`config.mk`:
```
export PLATFORM = sky130hd
export DESIGN_NAME = plre_div
export DESIGN_NICKNAME = d
export VERILOG_FILES = /design/src/hw/rtl/plre_pkg.sv /design/src/hw/rtl/plre_div.sv
export SDC_FILE = /design/constraint.sdc
export NUM_CORES = 1
export LEC_CHECK = 0
export BUFFER_PORTS_ARGS = -buffer_cell sky130_fd_sc_hd__buf_4
export CAP_MARGIN = 20
export CELL_PAD_IN_SITES_DETAIL_PLACEMENT = 1
export CELL_PAD_IN_SITES_GLOBAL_PLACEMENT = 1
export CORE_ASPECT_RATIO = 0.75
export CORE_MARGIN = 2
export CORE_UTILIZATION = 25
export DETAILED_ROUTE_END_ITERATION = 10
export PLACE_DENSITY = 0.49
export SLEW_MARGIN = 20
export SYNTH_ARGS = -nofsm -noshare
export SYNTH_HDL_FRONTEND = slang
export SYNTH_SLANG_ARGS = --single-unit
```
`constraint.sdc`:
```
create_clock -name clk -period 4.95 [get_ports clk]
set_input_delay 0.495 -clock clk [delete_from_list [all_inputs] [get_ports clk]]
set_output_delay 0.495 -clock clk [all_outputs]
set_load 0.005 [all_outputs]
```
`src/hw/rtl/plre_pkg.sv`:
```
// shared types and constants for the permutation lehmer range encoder
package plre_pkg;

    localparam int unsigned PERM_W = 17;
    localparam int unsigned VAL_W  = 16;

    localparam logic [31:0] LOW_TOP    = 32'hFF000000;
    localparam logic [31:0] RANGE_INIT = 32'hFFFFFFFF;
    localparam logic [31:0] RANGE_MIN  = 32'h01000000;
    localparam logic [31:0] PEND_MAX   = 32'hFFFFFFFF;
    localparam logic [7:0]  BYTE_FF    = 8'hFF;
    localparam logic [2:0]  FLUSH_SHIFTS = 3'd5;

    typedef enum logic [1:0] {
        ST_RUN     = 2'd0,
        ST_RANGE   = 2'd1,
        ST_REUSED  = 2'd2,
        ST_SURPLUS = 2'd3
    } status_t;

    typedef enum logic {
        ACT_CODE  = 1'b0,
        ACT_FLUSH = 1'b1
    } act_t;

    typedef struct packed {
        status_t     status;
        logic [7:0]  head;
        logic [31:0] run_len;
        logic [7:0]  run_byte;
    } res_t;

    typedef enum logic [1:0] {
        RC_NONE   = 2'd0,
        RC_QUERY  = 2'd1,
        RC_UPDATE = 2'd2,
        RC_CLEAR  = 2'd3
    } rank_cmd_t;

    typedef struct packed {
        rank_cmd_t          cmd;
        logic [VAL_W-1:0]   value;
    } rank_req_t;

    typedef struct packed {
        logic              busy;
        logic              used;
        logic [PERM_W-1:0] count;
    } rank_sts_t;

endpackage

```
`src/hw/rtl/plre_div.sv`:
```
// iterative restoring divider, one quotient bit per cycle
module plre_div
(
    input  logic                        clk,
    input  logic                        rst_n,
    input  logic                        start,
    input  logic [31:0]                 dividend,
    input  logic [plre_pkg::PERM_W-1:0] divisor,
    output logic                        busy,
    output logic [31:0]                 quotient
);

    logic                        busy_reg, busy_next;
    logic [4:0]                  cnt_reg, cnt_next;
    logic [31:0]                 quo_reg, quo_next;
    logic [plre_pkg::PERM_W-1:0] rem_reg, rem_next;
    logic [plre_pkg::PERM_W-1:0] div_reg, div_next;
    logic [plre_pkg::PERM_W:0]   rem_sh;
    logic                        ge;

    assign rem_sh = {rem_reg, quo_reg[31]};
    assign ge     = rem_sh >= {1'b0, div_reg};

    always_comb
    begin
        busy_next = busy_reg;
        cnt_next  = cnt_reg;
        quo_next  = quo_reg;
        rem_next  = rem_reg;
        div_next  = div_reg;
        if (start)
        begin
            busy_next = 1'b1;
            cnt_next  = '0;
            quo_next  = dividend;
            rem_next  = '0;
            div_next  = divisor;
        end
        else if (busy_reg)
        begin
            quo_next = {quo_reg[30:0], ge};
            rem_next = ge ? plre_pkg::PERM_W'(rem_sh - {1'b0, div_reg})
                          : rem_sh[plre_pkg::PERM_W-1:0];
            cnt_next = cnt_reg + 5'd1;
            if (cnt_reg == 5'd31)
            begin
                busy_next = 1'b0;
            end
        end
    end

    always_ff @(posedge clk or negedge rst_n)
    begin
        if (!rst_n)
        begin
            busy_reg <= 1'b0;
            cnt_reg  <= '0;
        end
        else
        begin
            busy_reg <= busy_next;
            cnt_reg  <= cnt_next;
        end
    end

    always_ff @(posedge clk)
    begin
        quo_reg <= quo_next;
        rem_reg <= rem_next;
        div_reg <= div_next;
    end

    assign busy     = busy_reg;
    assign quotient = quo_reg;

endmodule

```
==> results.md <==
- Status: finished, final reports clean
- Reg2reg start: quotient[31]$_DFFE_PP_
- Post-Synth Adder-Cell Area: 0.0650
- Main flop type after synthesis: edfxtp_1
- CTS Buf Count: 9
- CP required: 5190 ps
- Initial core utilization: 0.258
- Max-cap violation count: 0
- ANT nets after route: 0
- Global-route wire length before repair: 18000 um
- Placed cell area: 0.00480 mm2
- Synthesized area: 0.00397 mm2
- Hold Path End: div_reg[14]$_DFFE_PP_
- Synth Instances: 361
- Via/cell ratio: 4.77
- Initial antenna violation count: 0
- Pin slew with the least headroom to its limit: 944 ps
- Fin. max-slew vios: 0
- Sequential area share after synthesis: 0.494
- RSZ-0062 raised after global routing: false
- HP Class: input port to flip-flop
- Achievable Freq: 325 MHz
- Ys Warns: 0
- # diodes: 0
- Htree depth: 3
- Max Buffers Root-to-Sink: 2
- Max FFs per register: 32
- HP Start: divisor[14]
- Reg2reg path depth: 10
- Commonest cells after routing, fill and taps aside: 89 x buf_4, 49 x edfxtp_1, 31 x mux2_2, 24 x nand2_1, 23 x inv_1
- CP max FO: 16
- XOR/XNOR Fraction of Synth Area: 0.0287
- Worst hold stages: 1
- Minimum setup slack in the final design: 1870 ps
- Synth Area per Inst: 11.0 um2
- Post-Layout Cell Count: 653
- Final count of hold timing violations: 0
- Net Count, Synth: 433
- Post-synthesis simple-gate area fraction: 0.125
- Crit. End Element: flip-flop
- Startpoint Class: flip-flop
- CTS clk-pin slew, worst paths: 70 ps
- Crit Path Category: flip-flop to flip-flop
- Number of DRC violations after detailed routing: 0
- Final Cycle Share: 0.622
- Row count: 39
- Largest net degree at the start of global routing: 63
- Pwr Density: 339 mW/mm2
- Sink Count: 72
- CTS root buf: clkbuf_16
- DRT iter0 DRCs: 187
- Multiplexer share of the synthesized area: 0.0930
- Input/output buffers: 84
- Commonest non-fill, non-tap cell in the layout: buf_4
- Placed Instances: 636
- P_leak: 0.00212 uW
- Count of flip-flops with a built-in enable after synthesis: 49
- DP Worst Slack: 1920 ps
- Largest family of logic cells by synthesized area: compound AO/OA/AOI/OAI gates
- Worst vdd ir: 0.130 mV
- Number of distinct library cells after synthesis: 57
- Post-Route Setup TNS: 0 ps
- Grt ovf: 0
- Later-pin clock latency in the skew report: 330 ps
- Reg-to-reg slack, setup: 1870 ps
- Worst Clk Skew: 7.63 ps
- Die Footprint: 0.0169 mm2
- Syn-to-layout area delta: 30.1%
- Share of post-route cells with drive strength above 1: 0.324
- CTS tree: built
- Yosys reg bits: 72
- Reg-to-reg endpoint: rem_reg[1]$_SDFFE_PP0P_
- Compound-Gate Fraction of Synth Area: 0.149
- Post-DP HPWL: 7840 um
- Post-route cell area: 0.00516 mm2
- Fin crit period: 3080 ps
- Via total after detailed routing: 3112
- Vias in the first global route: 3260
- Io pins: 85
- Nets: 515
- Total track usage: 0.139
- Die H: 113 um
- GPL Wtd Cong: 0.763
- Post-Route WL: 11200 um
- Final setup viols: 0
- Wire length per cell: 17.2 um
- Core Area: 0.0154 mm2
- Final Power: 1750 uW
- Ys async rst share: 0.0833
- Slew HR: 0.369
- TritonRoute pass-1 iters: 4
- Post-CTS Resized: 0
- DIE WIDTH: 149 um
- CP arrival: 3320 ps
## per-layer routing
layer / global-route usage / wire length, um
met2: 0.194 / 4790
met4: 0.0317 / 55
met1: 0.208 / 5690
met3: 0.0448 / 669
met5: 0 / 0
## layout make-up
class,count,area [um2]
Multi-Input combinational cell,247,1830
Fill cell,1712,10200
Inverter,23,86.3
Clock inverter,7,124
Tap cell,205,256
Sequential cell,72,1960
Clock buffer,9,225
Timing Repair Buffer,90,678
## worst max-delay path, stage by stage (launching register included)
cell,delay [ps]
edfxtp_1,390
inv_1,100
ha_1,170
inv_1,50
fa_1,420
a21oi_1,190
o211a_1,240
o22ai_2,150
o31ai_4,790
nand3_1,170
a311oi_1,300
## worst max path at each step
stage / startpoint / depth (start not counted) / endpoint
2_1_floorplan: quotient[31]$_DFFE_PP_ / 10 / rem_reg[10]$_SDFFE_PP0P_
3_3_place_gp: quotient[31]$_DFFE_PP_ / 10 / rem_reg[1]$_SDFFE_PP0P_
3_5_place_dp: quotient[31]$_DFFE_PP_ / 10 / rem_reg[1]$_SDFFE_PP0P_
4_1_cts: quotient[31]$_DFFE_PP_ / 10 / rem_reg[1]$_SDFFE_PP0P_
5_1_grt: quotient[31]$_DFFE_PP_ / 10 / rem_reg[1]$_SDFFE_PP0P_
6_report: quotient[31]$_DFFE_PP_ / 10 / rem_reg[1]$_SDFFE_PP0P_
## cells by family after synthesis
| family | after synthesis |
|---|---|
| AND/OR/NAND/NOR | 97 |
| AO/OA/AOI/OAI | 84 |
| flip-flops | 72 |
| buffers and inverters | 42 |
| multiplexers | 33 |
| adder cells (fa/ha/maj) | 20 |
| XOR/XNOR | 13 |
## timing repair
action / in CTS / in global routing
hold buffers: 1 / 0
hold endpoints to repair: 6 / 0
buffers inserted: 0 / 0
## power by group
part	switching, uW	internal (uW)
combinational	117	133
clock	281	498
sequential	24.5	694
## synthesized netlist by cell type, types with 8 or more instances
cell       n  area (um2)
clkbuf_1  13        48.8
nand2_1   24        90.1
ha_1      19         238
o21ai_0   11        55.1
o21ai_1   10        50.1
o211ai_1   8        60.1
dfxtp_1   17         340
mux2_2    31         349
inv_1     23        86.3
a21oi_1   18        90.1
nor2_1    20        75.1
edfxtp_1  49        1470
nand3_1   10        50.1
xnor2_1    9        78.8
nand4_1   11        68.8
## per-stage QoR
step | util | hold WS [ps]
floorplan | - | 199
global placement | 0.312 | 310
detailed placement | 0.312 | 309
CTS | 0.336 | 315
global route | 0.336 | 314
finish | 0.336 | 335
No activity file was read; power rests on OpenSTA's default activity.
